### config.mk
export PLATFORM = sky130hd
export DESIGN_NAME = json_string_unescape_utf8_top
export DESIGN_NICKNAME = d
export VERILOG_FILES = /design/src/sv/jsu_pkg.sv /design/src/sv/jsu_decode.sv /design/src/sv/json_string_unescape_utf8_top.sv
export SDC_FILE = /design/constraint.sdc
export NUM_CORES = 1
export LEC_CHECK = 0
export BUFFER_PORTS_ARGS = -buffer_cell sky130_fd_sc_hd__buf_2
export CAP_MARGIN = 20
export CORE_MARGIN = 1.5
export CORE_UTILIZATION = 40
export CTS_CLUSTER_DIAMETER = 40
export CTS_CLUSTER_SIZE = 28
export DETAILED_ROUTE_END_ITERATION = 6
export SYNTH_ARGS = -nofsm -noshare
export SYNTH_HDL_FRONTEND = slang
export SYNTH_HIERARCHICAL = 1
export SYNTH_SLANG_ARGS = --single-unit
### constraint.sdc
create_clock -name i_clk -period 7.98 [get_ports i_clk]
set_input_delay 1.596 -clock i_clk [delete_from_list [all_inputs] [get_ports i_clk]]
set_output_delay 1.596 -clock i_clk [all_outputs]
set_load 0.005 [all_outputs]
### src/sv/jsu_pkg.sv
`timescale 1ns / 1ps
// ----------------------------------------------------------------------------
// jsu_pkg: shared types and constants for the JSON string unescaper
// Phase codes, result kinds, the decoder state and the result bundle that
// travels from the decoder to the output stage.
// ----------------------------------------------------------------------------
package jsu_pkg;

    localparam int LEN_BITS = 16;
    localparam int CAP_BITS = 16;
    localparam int CMP_W    = ((LEN_BITS > CAP_BITS) ? LEN_BITS : CAP_BITS) + 1;
    localparam logic [CAP_BITS-1:0] CAP_RESET = CAP_BITS'(256);

    typedef enum logic [3:0] {
        PH_IDLE = 4'd0,
        PH_BODY = 4'd1,
        PH_ESC  = 4'd2,
        PH_HEX0 = 4'd3,
        PH_HEX1 = 4'd4,
        PH_HEX2 = 4'd5,
        PH_HEX3 = 4'd6,
        PH_SBS  = 4'd7,
        PH_SU   = 4'd8,
        PH_LOW0 = 4'd9,
        PH_LOW1 = 4'd10,
        PH_LOW2 = 4'd11,
        PH_LOW3 = 4'd12
    } t_phase;

    typedef enum logic [1:0] {
        KIND_DATA = 2'd0,
        KIND_DONE = 2'd1,
        KIND_ERR  = 2'd2
    } t_kind;

    typedef struct packed {
        t_phase              phase;
        logic [15:0]         hex;
        logic [9:0]          hi;
        logic [LEN_BITS-1:0] used;
    } t_state;

    // Results caused by one input item: num beats (0..4) of the same kind.
    typedef struct packed {
        t_kind           kind;
        logic [2:0]      num;
        logic [3:0][7:0] bytes;
        logic [15:0]     length;
    } t_bundle;

endpackage

### src/sv/jsu_decode.sv
`timescale 1ns / 1ps
// ----------------------------------------------------------------------------
// jsu_decode: per-byte unescape step
// Combinational next-state and result bundle for one input item: escape
// decoding, hex accumulation, surrogate joining, UTF-8 encoding and the
// capacity check.
// ----------------------------------------------------------------------------
module jsu_decode (
    input  jsu_pkg::t_state              i_state,
    input  logic                         i_start_req,
    input  logic [7:0]                   i_data_byte,
    input  logic                         i_region_end,
    input  logic [jsu_pkg::CAP_BITS-1:0] i_out_capacity,
    output jsu_pkg::t_state              o_state,
    output jsu_pkg::t_bundle             o_bundle
);

    localparam logic [7:0] CH_QUOTE  = 8'h22;
    localparam logic [7:0] CH_BSLASH = 8'h5c;
    localparam logic [7:0] CH_SLASH  = 8'h2f;
    localparam logic [7:0] CH_B      = 8'h62;
    localparam logic [7:0] CH_F      = 8'h66;
    localparam logic [7:0] CH_N      = 8'h6e;
    localparam logic [7:0] CH_R      = 8'h72;
    localparam logic [7:0] CH_T      = 8'h74;
    localparam logic [7:0] CH_U      = 8'h75;
    localparam logic [7:0] CH_SPACE  = 8'h20;
    localparam logic [jsu_pkg::CMP_W-1:0] CAP_LIM =
        jsu_pkg::CMP_W'(1) << jsu_pkg::LEN_BITS;

    logic [3:0]                  hex_d;
    logic                        hex_ok;
    logic [15:0]                 hex_n;
    logic [20:0]                 cp;
    logic [2:0]                  cp_n;
    logic [3:0][7:0]             cp_b;
    logic                        req_emit;
    logic [2:0]                  req_n;
    logic [3:0][7:0]             req_b;
    logic                        set_err;
    logic [jsu_pkg::CMP_W-1:0]   cap_eff;

    // hex digit value
    always_comb begin
        hex_ok = 1'b1;
        hex_d  = 4'd0;
        if (i_data_byte >= 8'h30 && i_data_byte <= 8'h39) begin
            hex_d = i_data_byte[3:0];
        end else if ((i_data_byte >= 8'h61 && i_data_byte <= 8'h66) ||
                     (i_data_byte >= 8'h41 && i_data_byte <= 8'h46)) begin
            hex_d = i_data_byte[3:0] + 4'd9;
        end else begin
            hex_ok = 1'b0;
        end
    end

    assign hex_n = {i_state.hex[11:0], hex_d};

    // join surrogates on the low half, else the plain 16-bit value
    assign cp = (i_state.phase == jsu_pkg::PH_LOW3)
              ? 21'h10000 + {1'b0, i_state.hi, 10'b0} + {11'b0, hex_n[9:0]}
              : {5'b0, hex_n};

    always_comb begin
        cp_b = '0;
        if (cp <= 21'h7f) begin
            cp_n    = 3'd1;
            cp_b[0] = cp[7:0];
        end else if (cp <= 21'h7ff) begin
            cp_n    = 3'd2;
            cp_b[0] = {3'b110, cp[10:6]};
            cp_b[1] = {2'b10, cp[5:0]};
        end else if (cp <= 21'hffff) begin
            cp_n    = 3'd3;
            cp_b[0] = {4'b1110, cp[15:12]};
            cp_b[1] = {2'b10, cp[11:6]};
            cp_b[2] = {2'b10, cp[5:0]};
        end else begin
            cp_n    = 3'd4;
            cp_b[0] = {5'b11110, cp[20:18]};
            cp_b[1] = {2'b10, cp[17:12]};
            cp_b[2] = {2'b10, cp[11:6]};
            cp_b[3] = {2'b10, cp[5:0]};
        end
    end

    assign cap_eff = (jsu_pkg::CMP_W'(i_out_capacity) > CAP_LIM)
                   ? CAP_LIM : jsu_pkg::CMP_W'(i_out_capacity);

    always_comb begin
        o_state         = i_state;
        o_bundle.kind   = jsu_pkg::KIND_DATA;
        o_bundle.num    = 3'd0;
        o_bundle.bytes  = '0;
        o_bundle.length = '0;
        req_emit        = 1'b0;
        req_n           = 3'd1;
        req_b           = '0;
        set_err         = 1'b0;

        if (i_start_req) begin
            if (i_region_end || i_data_byte != CH_QUOTE || i_out_capacity == '0) begin
                set_err = 1'b1;
            end else begin
                o_state.phase = jsu_pkg::PH_BODY;
                o_state.used  = '0;
                o_state.hex   = '0;
                o_state.hi    = '0;
            end
        end else if (i_state.phase == jsu_pkg::PH_IDLE) begin
            o_state = i_state;
        end else if (i_region_end || i_data_byte == 8'h00) begin
            set_err = 1'b1;
        end else begin
            case (i_state.phase)
                jsu_pkg::PH_BODY: begin
                    if (i_data_byte == CH_QUOTE) begin
                        o_state.phase   = jsu_pkg::PH_IDLE;
                        o_bundle.kind   = jsu_pkg::KIND_DONE;
                        o_bundle.num    = 3'd1;
                        o_bundle.length = 16'(i_state.used);
                    end else if (i_data_byte == CH_BSLASH) begin
                        o_state.phase = jsu_pkg::PH_ESC;
                    end else if (i_data_byte < CH_SPACE) begin
                        set_err = 1'b1;
                    end else begin
                        req_emit = 1'b1;
                        req_b[0] = i_data_byte;
                    end
                end
                jsu_pkg::PH_ESC: begin
                    o_state.phase = jsu_pkg::PH_BODY;
                    req_emit      = 1'b1;
                    case (i_data_byte)
                        CH_QUOTE, CH_BSLASH, CH_SLASH: req_b[0] = i_data_byte;
                        CH_B: req_b[0] = 8'h08;
                        CH_F: req_b[0] = 8'h0c;
                        CH_N: req_b[0] = 8'h0a;
                        CH_R: req_b[0] = 8'h0d;
                        CH_T: req_b[0] = 8'h09;
                        CH_U: begin
                            req_emit      = 1'b0;
                            o_state.phase = jsu_pkg::PH_HEX0;
                            o_state.hex   = '0;
                        end
                        default: begin
                            req_emit = 1'b0;
                            set_err  = 1'b1;
                        end
                    endcase
                end
                jsu_pkg::PH_SBS: begin
                    if (i_data_byte != CH_BSLASH) begin
                        set_err = 1'b1;
                    end else begin
                        o_state.phase = jsu_pkg::PH_SU;
                    end
                end
                jsu_pkg::PH_SU: begin
                    if (i_data_byte != CH_U) begin
                        set_err = 1'b1;
                    end else begin
                        o_state.phase = jsu_pkg::PH_LOW0;
                        o_state.hex   = '0;
                    end
                end
                jsu_pkg::PH_HEX0, jsu_pkg::PH_HEX1, jsu_pkg::PH_HEX2,
                jsu_pkg::PH_LOW0, jsu_pkg::PH_LOW1, jsu_pkg::PH_LOW2: begin
                    if (!hex_ok) begin
                        set_err = 1'b1;
                    end else begin
                        o_state.hex   = hex_n;
                        o_state.phase = jsu_pkg::t_phase'(i_state.phase + 4'd1);
                    end
                end
                jsu_pkg::PH_HEX3: begin
                    if (!hex_ok) begin
                        set_err = 1'b1;
                    end else begin
                        o_state.hex = hex_n;
                        if (hex_n >= 16'hd800 && hex_n <= 16'hdbff) begin
                            // high surrogate: wait for the escaped low half
                            o_state.hi    = hex_n[9:0];
                            o_state.phase = jsu_pkg::PH_SBS;
                        end else if (hex_n == 16'h0000 ||
                                     (hex_n >= 16'hdc00 && hex_n <= 16'hdfff)) begin
                            set_err = 1'b1;
                        end else begin
                            o_state.phase = jsu_pkg::PH_BODY;
                            req_emit      = 1'b1;
                            req_n         = cp_n;
                            req_b         = cp_b;
                        end
                    end
                end
                jsu_pkg::PH_LOW3: begin
                    if (!hex_ok || hex_n < 16'hdc00 || hex_n > 16'hdfff) begin
                        set_err = 1'b1;
                    end else begin
                        o_state.hex   = hex_n;
                        o_state.phase = jsu_pkg::PH_BODY;
                        req_emit      = 1'b1;
                        req_n         = cp_n;
                        req_b         = cp_b;
                    end
                end
                default: begin
                    o_state.phase = jsu_pkg::PH_IDLE;
                end
            endcase
        end

        if (req_emit) begin
            if (jsu_pkg::CMP_W'(i_state.used) + jsu_pkg::CMP_W'(req_n) >= cap_eff) begin
                set_err = 1'b1;
            end else begin
                o_bundle.num   = req_n;
                o_bundle.bytes = req_b;
                o_state.used   = i_state.used + jsu_pkg::LEN_BITS'(req_n);
            end
        end

        if (set_err) begin
            o_state.phase   = jsu_pkg::PH_IDLE;
            o_bundle.kind   = jsu_pkg::KIND_ERR;
            o_bundle.num    = 3'd1;
            o_bundle.bytes  = '0;
            o_bundle.length = '0;
        end
    end

endmodule

### src/sv/json_string_unescape_utf8_top.sv
`timescale 1ns / 1ps
// ----------------------------------------------------------------------------
// json_string_unescape_utf8_top: JSON string unescaper with UTF-8 output
// Takes a quoted JSON string one byte per beat and returns decoded UTF-8
// bytes, then a completion beat with the length, or an error beat.
// ----------------------------------------------------------------------------
// Usage:
//   Input channel (i_in_valid / o_in_ready) carries start_req, data_byte and
//   region_end. Each beat lands in an input register; it is decoded from
//   there and its results (0 to 4 beats) load the result register once free.
//   Output channel (o_out_valid / i_out_ready) drains one result per cycle
//   while i_out_ready is high; o_last marks the final result of the input
//   beat that caused it.
//   Throughput: one input beat per cycle while each beat yields at most one
//   result and the receiver is ready; an escape that decodes to N UTF-8 bytes
//   holds the input side while the result register drains them one per cycle.
//   When the receiver stalls, the result register holds and the input
//   register takes one more beat before o_in_ready drops.
//   Reset clears both registers, the decoder to idle and out_capacity to
//   256. Write out_capacity (i_cfg_wr_en) only while the block is idle.
//   After an error, downstream discards the bytes already delivered.
// ----------------------------------------------------------------------------
module json_string_unescape_utf8_top (
    input  logic                         i_clk,
    input  logic                         i_rst_n,
    input  logic                         i_cfg_wr_en,
    input  logic [jsu_pkg::CAP_BITS-1:0] i_cfg_wr_data,
    input  logic                         i_in_valid,
    output logic                         o_in_ready,
    input  logic                         i_start_req,
    input  logic [7:0]                   i_data_byte,
    input  logic                         i_region_end,
    output logic                         o_out_valid,
    input  logic                         i_out_ready,
    output logic [1:0]                   o_result_kind,
    output logic [7:0]                   o_out_byte,
    output logic [15:0]                  o_length,
    output logic                         o_last
);

    logic [jsu_pkg::CAP_BITS-1:0] r_out_capacity;
    logic                         r_in_valid;
    logic                         r_in_start;
    logic [7:0]                   r_in_byte;
    logic                         r_in_end;
    jsu_pkg::t_state              r_state;
    jsu_pkg::t_state              n_state;
    jsu_pkg::t_bundle             r_bnd;
    jsu_pkg::t_bundle             n_bnd;
    logic [2:0]                   r_num;
    logic [1:0]                   r_pos;

    logic last_beat;
    logic bnd_free;
    logic step;

    jsu_decode u_decode (
        .i_state        (r_state),
        .i_start_req    (r_in_start),
        .i_data_byte    (r_in_byte),
        .i_region_end   (r_in_end),
        .i_out_capacity (r_out_capacity),
        .o_state        (n_state),
        .o_bundle       (n_bnd)
    );

    assign o_out_valid = (r_num != 3'd0);
    assign last_beat   = ({1'b0, r_pos} == (r_num - 3'd1));
    assign bnd_free    = !o_out_valid || (last_beat && i_out_ready);
    assign step        = r_in_valid && bnd_free;
    assign o_in_ready  = !r_in_valid || bnd_free;

    assign o_result_kind = r_bnd.kind;
    assign o_out_byte    = (r_bnd.kind == jsu_pkg::KIND_DATA) ? r_bnd.bytes[r_pos] : 8'h00;
    assign o_length      = r_bnd.length;
    assign o_last        = last_beat;

    always_ff @(posedge i_clk) begin
        if (!i_rst_n) begin
            r_out_capacity <= jsu_pkg::CAP_RESET;
        end else if (i_cfg_wr_en) begin
            r_out_capacity <= i_cfg_wr_data;
        end
    end

    // input register
    always_ff @(posedge i_clk) begin
        if (!i_rst_n) begin
            r_in_valid <= 1'b0;
        end else if (o_in_ready) begin
            r_in_valid <= i_in_valid;
        end
    end

    always_ff @(posedge i_clk) begin
        if (o_in_ready && i_in_valid) begin
            r_in_start <= i_start_req;
            r_in_byte  <= i_data_byte;
            r_in_end   <= i_region_end;
        end
    end

    always_ff @(posedge i_clk) begin
        if (!i_rst_n) begin
            r_state.phase <= jsu_pkg::PH_IDLE;
            r_state.hex   <= '0;
            r_state.hi    <= '0;
            r_state.used  <= '0;
        end else if (step) begin
            r_state <= n_state;
        end
    end

    // result register: load a new bundle or advance through the current one
    always_ff @(posedge i_clk) begin
        if (!i_rst_n) begin
            r_num <= 3'd0;
            r_pos <= 2'd0;
        end else if (step && n_bnd.num != 3'd0) begin
            r_num <= n_bnd.num;
            r_pos <= 2'd0;
        end else if (o_out_valid && i_out_ready) begin
            if (last_beat) begin
                r_num <= 3'd0;
                r_pos <= 2'd0;
            end else begin
                r_pos <= r_pos + 2'd1;
            end
        end
    end

    always_ff @(posedge i_clk) begin
        if (step && n_bnd.num != 3'd0) begin
            r_bnd <= n_bnd;
        end
    end

`ifndef SYNTHESIS
    a_single_event: assert property (@(posedge i_clk) disable iff (!i_rst_n)
        (o_out_valid && o_result_kind != jsu_pkg::KIND_DATA) |-> o_last)
        else $error("done or error result not marked last");

    a_err_to_idle: assert property (@(posedge i_clk) disable iff (!i_rst_n)
        (step && n_bnd.num != 3'd0 && n_bnd.kind == jsu_pkg::KIND_ERR)
        |=> (r_state.phase == jsu_pkg::PH_IDLE))
        else $error("decoder not idle after error");

    a_pos_in_range: assert property (@(posedge i_clk) disable iff (!i_rst_n)
        o_out_valid |-> (r_num <= 3'd4 && {1'b0, r_pos} < r_num))
        else $error("result position out of range");

    a_no_overwrite: assert property (@(posedge i_clk) disable iff (!i_rst_n)
        (o_out_valid && !(last_beat && i_out_ready)) |=> o_out_valid)
        else $error("result bundle dropped before drained");
`endif

endmodule

[After elaboration in Yosys (flattened, before gate mapping)]
Cells that the tools add are included.
W data, S select, Z words.
Cells by class
  $add $sub $neg: 8
  order comparisons: 19
  eq/ne operators: 43
  mux-type cells: 109
  bitwise operators: 4
  reduce and logical (&&, ||, !) cells: 47
Operators by type and width (number)
  $mux W32: 7
  $mux W16: 9
  $mux W46: 2
  $mux W30: 3
  $pmux W16 S5: 1
  $mux W24: 3
  $mux W35: 2
  $mux W20: 3
  $eq A8 B7 Y1 const B: 7
  $mux W8: 7
  $mux W51: 1
  $pmux W24 S2: 1
  $pmux W8 S6: 1
  $mux W3: 13
  $mux W4: 9
  $ge A16 B16 Y1 const B: 2
  $le A16 B16 Y1 const B: 2
  $logic_not A16 Y1: 2
  $pmux W8 S4: 1
  $mux W1: 30
  $pmux W4 S7: 1
  $mux W22: 1
  $add A17 B20 Y21 const A: 1
  $add A21 B10 Y21: 1
  64 further kinds: 120
Storage, ports and cells
  flip-flop bits (word level): 124
  input port bits: 31
  output and inout port bits: 29

[Depth between registers and ports, before layout]
Gate-level depths: netlist of run 1.
  depth after elaboration: 27
  depth in mapped cells: 33
  depth with buffers taken out: 29

[Hierarchy]
The synthesis of run 1 kept the hierarchy.
By module, submodules not included
  json_string_unescape_utf8_top: times used 1, cells an instance 395, area each 4802.1 um^2
  jsu_decode: times used 1, cells an instance 651, area each 3998.8 um^2

[Worst setup path after synthesis of run 1]
OpenSTA, ideal clock, no wires.
  path type: register to register
  start: register r_in_byte[0]
  end: register r_bnd (netlist bit o_length[0]) (enable)
  library setup time: 0.459 ns
  data arrival time: 7.585 ns
  required time: 7.521 ns
  slack: -0.064 ns
  stages on the path, launching flop included: 29
  buffers on the path: 2
  path through: edfxtp_1 -> clkbuf_1 -> inv_1 -> ha_1 -> nor3b_2 -> nor3_1 -> nor4_1 -> nand2_1 -> a31oi_1 -> or2_2 -> ha_1 -> inv_1 -> fa_1 -> nor2b_1 -> o2111ai_1 -> nor2_1 -> nand2_1 -> xnor2_1 -> ha_1 -> a21oi_1 -> a21oi_1 -> a2111oi_0 -> a31oi_1 -> nor2_1 -> clkbuf_1 -> a21oi_1 -> o21ai_0 -> nor3_1 -> nor2_1
RTL lines
  start, declared: RTL line json_string_unescape_utf8_top.sv:44  | logic [7:0] r_in_byte;
  start signal, assigned: RTL line json_string_unescape_utf8_top.sv:98  | r_in_byte <= i_data_byte;
  end signal, assigned: RTL line json_string_unescape_utf8_top.sv:134  | r_bnd <= n_bnd;
  end, declared: RTL line json_string_unescape_utf8_top.sv:48  | jsu_pkg::t_bundle r_bnd;

==> results of run 1 <==
[cell usage in the layout, fill, tap and decap left out, types with 6 or more instances in the layout]
cell       count
and3_1        26
ha_1          30
edfxtp_1      60
o21a_1         6
buf_4         18
clkbuf_16     18
o22ai_1       14
dfxtp_1       64
a211oi_1      11
buf_2         59
nor2_1        42
a22oi_1       13
o21ai_0       95
a21oi_1       48
nor3_1        22
nor4_1        19
mux2i_1       24
a21o_1        11
nand4_1        7
mux4_2         7
a31oi_1        7
nand3_1       81
and2_1         9
xnor2_1       11
or2_2          8
inv_1         44
nor2b_1       32
nand2_1      112
nand2b_1       7
[metal layers]
layer,part of all wire (%),global-route usage [%]
met1,48,29.4
met2,44,31.1
met3,6.7,3.69
met4,1.9,7.06
met5,0,0
[power by group through the flow]
stage          sequential [mW]  clock [mW]  combinational [mW]
2_1_floorplan            0.705           0              0.0918
3_3_place_gp             0.713           0               0.113
3_5_place_dp             0.713           0               0.112
4_1_cts                  0.700       0.769               0.113
5_1_grt                  0.702       0.793               0.126
6_report                 0.699       0.756               0.114
[flip-flops by register name, indices dropped and copies added (netlist names)]
| register | cells |
|---|---|
| r_pos | 2 |
| o_result_kind | 2 |
| r_bnd | 32 |
| r_in_start | 1 |
| r_in_valid | 1 |
| r_out_capacity | 16 |
| o_length | 16 |
| r_in_end | 1 |
| r_in_byte | 8 |
| r_state | 42 |
| r_num | 3 |
[timing repair]
item,CTS,global route
setup endpoints to repair,0,32
buffers inserted,0,0
hold endpoints to repair,0,0
gates resized for setup,0,2
hold buffers,0,0
[worst paths after layout]
path,to,depth (start not counted),start,slack [ps]
setup / recovery,r_bnd[28]$_DFFE_PP_,26,r_in_byte[0]$_DFFE_PP_,550
hold / removal,r_num[1]$_SDFFE_PN0P_,1,r_num[1]$_SDFFE_PN0P_,480
setup reg to reg,r_bnd[28]$_DFFE_PP_,26,r_in_byte[0]$_DFFE_PP_,550
hold reg to reg,r_num[1]$_SDFFE_PN0P_,1,r_num[1]$_SDFFE_PN0P_,480
[cell type report]
cell class	count	area share (%)
multi-input cells	756	51.5
flip-flops and latches	124	32.5
well taps	275	3.63
clock buffers	18	4.75
inverters	44	1.74
repair buffers	77	4.54
clock inverters	14	1.33
[metrics by stage]
step | total power [mW] | cells
finish | 1.57 | 1308
floorplan | 0.797 | 1022
CTS | 1.58 | 1307
global placement | 0.825 | 1275
detailed placement | 0.826 | 1275
global route | 1.62 | 1308
[worst max-delay path: cells and delay by family (launching register included)]
kind | cells | cell delay (ps)
and+or+nand+nor | 11 | 2660
AOI/OAI and AO/OA | 7 | 1810
adders and majority gates | 4 | 1160
buffers and inverters | 3 | 620
DFF | 1 | 560
xor gates and xnor gates | 1 | 260
==> metrics.cfg, run 1 <==
[clocking]
cts_buffers = 17
clk_transition_reported_paths_ps = 60
clock_sinks = 124
cts.path.max_buffers = 2
tritoncts = built
cts_max_level = 4
cts_root_buf = clkbuf_16
latest_clock_arrival_within_the_worst_skew_pair_ps = 430

[critical_path]
max_stage_delay_ps = 560
setup_crit_start_kind = flop
cpMaxStageDelayCell = edfxtp_1
crit_path_end_kind = flop
critPathArrivalTime_ps = 7510
cp_data_required_time_ps = 8060
critical_path_class = reg2reg
cp_max_fo = 32

[detailed_routing]
drt-initial-drc-count = 780
drt_drc_violations_left = 0
drt_first_pass_iters = 7
post_drt_wl_per_cell_um = 17.5
post_drt_via_cell_ratio = 5.75
wl_um = 22900
via_count = 7517
count_of_nets_left_with_antenna_violations_after_detail_routing = 0

[floorplan]
fp.dieArea_um2 = 22400
chipWidth_um = 150
starting_density_of_the_core_pct = 40.8
placement_rows = 53
io_pins = 60
die-height_um = 150
fp.coreArea_um2 = 21100

[timing]
clock.fmax_mhz = 135
min_period_over_period_pct = 93.1
fin_worst_skew_ps = 11.6
maxSlewViolCount = 0
finalWorstSetupSlack_ps = 552
finalSetupTns_ps = 0
hold_viol = 0
setup_violations_final = 0
rsz0062_at_grt = no
hold_ws_ps = 476
worst-slew-pin-transition_ps = 1030
worst_slew_margin_rel_pct = 31.5
timing.final.crit_period_ps = 7430

[yosys]
cells_after_synth = 1020
syn-mean-instance-area_um2 = 8.44
synth.yosys.warnings = 6
netlist_area_um2 = 8600

[power]
leakagePower_nw = 3.39
netSwitchingFraction_pct = 26.5
share_seq_of_total_power_pct = 44.5
clkPwrFrac_pct = 48.2
vdd_ir_drop_max_uv = 150
netSwitchingPower_mw = 0.415
share_comb_of_total_power_pct = 7.3
internal_power_mw = 1.15
power_density_nw_per_um2 = 165

[finish]
stdcell_area_um2 = 9490
footprint_of_the_flip_flops_and_latches_um2 = 3080
multi_input_area_um2 = 4890
synthToLayoutAreaGrowth_pct = 10.3
layout.filler_cells = 2101
n_antenna_cell = 0
final_layout_size_suffix_gt1_share_pct = 15.0
layout.nets = 1082
utilization_pct = 45.0

[placement]
placement.setup.worst_slack_ps = 409
placed_cell_area_um2 = 8900
port_buffers = 59
detailedPlacementHpwl_um = 16600
gp_congestion = 0.922

[global_route]
grt-ovfl-total = 0
antenna_found_initial = 0
largest_net_degree_at_the_start_of_global_routing = 108
vias_in_the_first_global_route = 6815
grt_util_all_layers_pct = 20.6
grt_pass1_wl_um = 36200

[status]
status = finished, final reports clean

[hold_path]
class_of_the_tightest_hold_or_removal_check = reg2reg

[run]
maxCapViolCount = 0

(Power assumes the default switching activity.)
==> run 2: changes to the inputs <==
--- a/config.mk
+++ b/config.mk
@@ -8,10 +8,11 @@
 export BUFFER_PORTS_ARGS = -buffer_cell sky130_fd_sc_hd__buf_2
 export CAP_MARGIN = 20
 export CORE_MARGIN = 1.5
-export CORE_UTILIZATION = 40
+export CORE_UTILIZATION = 48
 export CTS_CLUSTER_DIAMETER = 40
 export CTS_CLUSTER_SIZE = 28
 export DETAILED_ROUTE_END_ITERATION = 6
+export PLACE_DENSITY = 0.68
 export SYNTH_ARGS = -nofsm -noshare
 export SYNTH_HDL_FRONTEND = slang
 export SYNTH_HIERARCHICAL = 1
==> run 2 against run 1 <==
Flip-flop and latch count is the same. Count of clock-buffer cells in the layout is the same. Sequential share of layout area increased by 0.090 points. Total power increased by 6.1%. Sequential power about the same. Largest cell class unchanged.
==> metrics.cfg, run 2 (synthesized netlist as in run 1, its figures left out) <==
[placement]
port_buffers = 59  ; unchanged
gp_congestion = 0.941  ; +2.0%
detailedPlacementHpwl_um = 16200  ; -2.4%

[critical_path]
ff2ff_path_depth = 28  ; +7.7%
cp_max_fo = 12  ; -63%
critPathArrivalTime_ps = 7690  ; +180 ps
critical-path-top-cell-by-count = ha_1
setup_crit_start_kind = flop
cpMaxStageDelayCell = and3_1
worstPathBufferInverterCount = 3  ; unchanged
timing.critical_path.depth = 28  ; +7.7%
max_stage_delay_ps = 450  ; -110 ps
cp_data_required_time_ps = 8340  ; +280 ps
reg2reg_slack_ps = 650  ; +100 ps
critPathTopFamily = simple AND/OR/NAND/NOR gates
crit_path_end_kind = flop
critical_path_class = reg2reg

[floorplan]
fp.dieArea_um2 = 18700  ; -16%
fp.coreArea_um2 = 17400  ; -17%
chipWidth_um = 137  ; -8.5%
die-height_um = 137  ; -8.5%
io_pins = 60  ; unchanged
starting_density_of_the_core_pct = 49.4  ; +8.6 points
placement_rows = 48  ; -9.4%

[global_route]
vias_in_the_first_global_route = 6741  ; -1.1%
antenna_found_initial = 0  ; unchanged
grt_pass1_wl_um = 35900  ; -0.86%
largest_net_degree_at_the_start_of_global_routing = 86  ; -20%
grt_util_all_layers_pct = 24.8  ; +4.2 points
grt-ovfl-total = 0  ; unchanged

[detailed_routing]
post_drt_wl_per_cell_um = 17.9  ; +2.5%
drt_first_pass_iters = 5  ; -2
drt_drc_violations_left = 0  ; unchanged
via_count = 7622  ; +1.4%
post_drt_via_cell_ratio = 6.08  ; +5.8%
count_of_nets_left_with_antenna_violations_after_detail_routing = 0  ; unchanged
drt-initial-drc-count = 905  ; +16%
wl_um = 22500  ; -1.8%

[finish]
max_flop_register = r_state
multi_input_area_um2 = 4870  ; -0.31%
final_cell_mix = nand2_1, o21ai_0, nand3_1
final_layout_size_suffix_gt1_share_pct = 14.4  ; -0.61 points
largest_registers_ranked_by_flip_flop_count = r_state x42, r_bnd x32
synthToLayoutAreaGrowth_pct = 9.96
flip_flop_count_of_the_largest_register_after_layout = 42  ; unchanged
layout.nets = 1077  ; -0.46%
layout.filler_cells = 1642  ; -22%
n_antenna_cell = 0  ; unchanged
footprint_of_the_flip_flops_and_latches_um2 = 3080  ; unchanged
utilization_pct = 54.3  ; +9.3 points
mostFrequentLayoutCell = nand2_1

[clocking]
cts_max_level = 4  ; unchanged
cts.path.max_buffers = 2  ; unchanged
cts_root_buf = clkbuf_16
cts_post_setup_buffers_inserted = 0  ; unchanged
cts_buffers = 17  ; unchanged
tritoncts = built
postCtsHoldBufs = 0  ; unchanged
clk_transition_reported_paths_ps = 70  ; about the same
ctsResizeCount = 0  ; unchanged
clock_sinks = 124  ; unchanged
latest_clock_arrival_within_the_worst_skew_pair_ps = 430  ; about the same

[timing]
clock.fmax_mhz = 136  ; +1.4%
setup_violations_final = 0  ; unchanged
hold_viol = 0  ; unchanged
timing.final.crit_period_ps = 7330  ; -101 ps
worst-slew-pin-transition_ps = 914  ; -113 ps
worst_slew_margin_rel_pct = 39.0  ; +7.5 points
fin_worst_skew_ps = 11.7  ; +0.0875 ps
hold_ws_ps = 489  ; +13.0 ps
maxSlewViolCount = 0  ; unchanged
min_period_over_period_pct = 91.8  ; -1.3 points
rsz0062_at_grt = no
finalSetupTns_ps = 0  ; unchanged

[run]
maxCapViolCount = 0  ; unchanged

[hold_path]
hold_path_depth = 1  ; unchanged
class_of_the_tightest_hold_or_removal_check = reg2reg

[power]
vdd_ir_drop_max_uv = 143  ; -4.4%
leakagePower_nw = 3.39  ; about the same
power_density_nw_per_um2 = 176  ; +6.3%

[status]
status = finished, final reports clean

-- run 2: cell types whose count changed in the layout (fill, tap and decap cells not counted), sizes merged --
cell / previous run / this run
bufinv: 0 / 4
clkinv: 5 / 1
nor2: 48 / 47
inv: 51 / 50
buf: 77 / 73
clkinvlp: 2 / 3
-- run 2: final timing paths --
check                      startpoint               endpoint
max          r_state[43]$_SDFFE_PN0P_  r_num[2]$_SDFFE_PN0P_
min             r_num[1]$_SDFFE_PN0P_  r_num[1]$_SDFFE_PN0P_
max reg2reg  r_state[43]$_SDFFE_PN0P_  r_num[2]$_SDFFE_PN0P_
min reg2reg     r_num[1]$_SDFFE_PN0P_  r_num[1]$_SDFFE_PN0P_
-- run 2: per-layer routing --
layer,part of all wire (%),vias up,track usage (%)
met1,47,3525,36.0
met3,9.0,32,6.07
met5,0,-,0
met4,1.8,0,7.72
li1,-,3711,-
met2,43,354,36.1
-- run 2: cell type report --
class / count / area share, %
clock buffer: 18 / 4.64
clock inverter: 14 / 2.18
inverter: 44 / 1.75
multi-input combinational: 755 / 51.5
sequential: 124 / 32.6
tap: 225 / 2.98
timing repair buffer: 73 / 4.36
-- run 2: power by group --
part	total [mW]	internal (mW)	switching (mW)
clock	0.851	0.538	0.313
sequential	0.700	0.684	0.0155
combinational	0.114	0.0433	0.0709
total	1.67	1.27	0.399
-- run 2: worst register-to-register path: cells and delay by family, from the launching register on --
family                   cells  cell delay (ps)
AND/OR/NAND/NOR              9             2560
AO/OA/AOI/OAI               10             2090
adder cells (fa/ha/maj)      4             1180
buffers and inverters        3              460
flip-flops                   1              380
multiplexers                 1              340
XOR/XNOR                     1              240
-- run 2: stage by stage --
step	instances	cell area, um^2	power, mW	setup WS (ps)
2_1_floorplan	1022	8610	0.797	781
3_3_place_gp	1221	8820	0.826	900
3_5_place_dp	1221	8820	0.826	820
4_1_cts	1253	9460	1.68	769
5_1_grt	1253	9460	1.72	20.5
6_report	1253	9460	1.67	652
==> run 3: changes to the inputs <==
--- a/config.mk
+++ b/config.mk
@@ -12,6 +12,7 @@
 export CTS_CLUSTER_DIAMETER = 40
 export CTS_CLUSTER_SIZE = 28
 export DETAILED_ROUTE_END_ITERATION = 6
+export MAX_ROUTING_LAYER = met4
 export PLACE_DENSITY = 0.68
 export SYNTH_ARGS = -nofsm -noshare
 export SYNTH_HDL_FRONTEND = slang
==> run 3 against run 2 <==
Cell count increased by 0.56%. First-iteration DRC count is 1.1% higher. Critical path type unchanged. Largest cell class unchanged. Flip-flop and latch count did not move. Via count decreased by 0.50%. Largest power group unchanged.
==> metrics.cfg, run 3 (synthesized netlist as in run 1, its figures left out) <==
[detailed_routing]
count_of_nets_left_with_antenna_violations_after_detail_routing = 0  ; unchanged
drt-initial-drc-count = 915  ; +1.1%
post_drt_wl_per_cell_um = 18.0  ; +0.39%
drt_first_pass_iters = 6  ; +1
post_drt_via_cell_ratio = 6.02  ; -1.1%
drt_drc_violations_left = 0  ; unchanged
via_count = 7584  ; -0.50%
wl_um = 22700  ; +0.95%

[finish]
largest_registers_ranked_by_flip_flop_count = r_state x42, r_bnd x32
n_antenna_cell = 0  ; unchanged
layout.nets = 1084  ; +0.65%
max_flop_register = r_state
layout.filler_cells = 1640  ; -0.12%
final_layout_size_suffix_gt1_share_pct = 15.1  ; +0.68 points
multi_input_area_um2 = 4890  ; +0.31%
flip_flop_count_of_the_largest_register_after_layout = 42  ; unchanged
finalNonFillerCells = 1260  ; +0.56%
mostFrequentLayoutCell = nand2_1
synthToLayoutAreaGrowth_pct = 10.6
footprint_of_the_flip_flops_and_latches_um2 = 3080  ; unchanged
final_cell_mix = nand2_1, o21ai_0, nand3_1

[floorplan]
starting_density_of_the_core_pct = 49.4  ; unchanged
placement_rows = 48  ; unchanged
fp.coreArea_um2 = 17400  ; unchanged
chipWidth_um = 137  ; unchanged
io_pins = 60  ; unchanged
fp.dieArea_um2 = 18700  ; unchanged
die-height_um = 137  ; unchanged

[clocking]
cts.path.max_buffers = 2  ; unchanged
latest_clock_arrival_within_the_worst_skew_pair_ps = 420  ; about the same
postCtsHoldBufs = 0  ; unchanged
cts_post_setup_buffers_inserted = 0  ; unchanged
ctsResizeCount = 0  ; unchanged
cts_root_buf = clkbuf_16
clock_sinks = 124  ; unchanged
tritoncts = built
clk_transition_reported_paths_ps = 60  ; about the same
cts_max_level = 4  ; unchanged
cts_buffers = 17  ; unchanged

[power]
leakagePower_nw = 3.42  ; +1.0%
share_comb_of_total_power_pct = 7.1  ; +0.2 points
power_density_nw_per_um2 = 176  ; -0.17%
netSwitchingFraction_pct = 22.7  ; -1.3 points
netSwitchingPower_mw = 0.379  ; -4.9%
share_seq_of_total_power_pct = 41.7  ; -0.3 points
clkPwrFrac_pct = 51.2  ; about the same
internal_power_mw = 1.29  ; +2.1%
vdd_ir_drop_max_uv = 141  ; -1.5%
finalPower_mw = 1.67  ; +0.43%

[timing]
setup_violations_final = 0  ; unchanged
fin_worst_skew_ps = 12.6  ; +0.932 ps
worst_slew_margin_rel_pct = 36.1  ; -2.9 points
finalSetupTns_ps = 0  ; unchanged
hold_ws_ps = 471  ; -17.7 ps
hold_viol = 0  ; unchanged
min_period_over_period_pct = 91.4  ; -0.39 points
maxSlewViolCount = 0  ; unchanged
timing.final.crit_period_ps = 7300  ; -31.3 ps
clock.fmax_mhz = 137  ; +0.43%
rsz0062_at_grt = no
worst-slew-pin-transition_ps = 946  ; +31.7 ps

[critical_path]
critical_path_class = reg2reg
worst_setup_path_startpoint = r_in_byte[0]$_DFFE_PP_
setup_crit_start_kind = flop
max_stage_delay_ps = 540  ; +90 ps
worstPathBufferInverterCount = 4  ; +1
crit_path_end_kind = flop
reg2reg_slack_ps = 680  ; +30 ps
cp_max_fo = 32  ; +20
cpMaxStageDelayCell = edfxtp_1
worst_r2r_startpoint = r_in_byte[0]$_DFFE_PP_
critPathTopFamily = simple AND/OR/NAND/NOR gates
critPathArrivalTime_ps = 7370  ; -320 ps
cp_data_required_time_ps = 8050  ; -290 ps

[hold_path]
class_of_the_tightest_hold_or_removal_check = reg2reg
worst_hold_startpoint = r_num[1]$_SDFFE_PN0P_

[placement]
dp_cells = 1227  ; +0.49%
detailedPlacementHpwl_um = 16400  ; +1.3%
port_buffers = 59  ; unchanged
gp_congestion = 0.973  ; +3.4%

[global_route]
antenna_found_initial = 0  ; unchanged
largest_net_degree_at_the_start_of_global_routing = 86  ; unchanged
vias_in_the_first_global_route = 6864  ; +1.8%
grt-ovfl-total = 0  ; unchanged
grt_pass1_wl_um = 36500  ; +1.6%
grt_util_all_layers_pct = 26.1  ; +1.3 points

[run]
maxCapViolCount = 0  ; unchanged

[status]
status = finished, final reports clean

-- run 3: cell types whose count changed in the layout (fill, tap and decap cells not counted), sizes merged --
| cell | before | now |
|---|---|---|
| buf | 73 | 79 |
| inv | 50 | 46 |
| clkinv | 1 | 3 |
| bufinv | 4 | 5 |
| clkbuf | 18 | 19 |
| nor2 | 47 | 48 |
-- run 3: power by group through the flow --
stage	clock network [mW]	logic [mW]	registers, mW
floorplan	0	0.0918	0.705
global placement	0	0.115	0.711
detailed placement	0	0.115	0.712
CTS	0.868	0.116	0.698
global route	0.901	0.130	0.700
finish	0.856	0.118	0.698
-- run 3: final cells by class --
class                           instances  share of cell area, %
Multi-Input combinational cell        756                   51.4
Sequential cell                       124                   32.4
Timing Repair Buffer                   79                   4.68
Clock buffer                           19                   4.65
Tap cell                              225                   2.96
Clock inverter                         13                   2.23
Inverter                               44                   1.74
-- run 3: worst paths after layout --
check,to,cells after the start
min,r_num[1]$_SDFFE_PN0P_,1
max,r_bnd[35]$_DFFE_PP_,27
max reg2reg,r_bnd[35]$_DFFE_PP_,27
min reg2reg,r_num[1]$_SDFFE_PN0P_,1
-- run 3: through the flow --
stage / util (%) / setup slack (ps) / instance area [um^2]
global route: 54.7 / 85.0 / 9520
detailed placement: 50.8 / 545 / 8850
global placement: 50.8 / 691 / 8850
CTS: 54.6 / 496 / 9500
finish: 54.7 / 684 / 9520
floorplan: - / 781 / 8610
-- run 3: metal layers --
layer / GRT usage (%) / share of wire, %
met1: 37.4 / 47
met4: 10.2 / 2.5
met3: 4.81 / 7.2
met5: - / 0
met2: 36.2 / 43
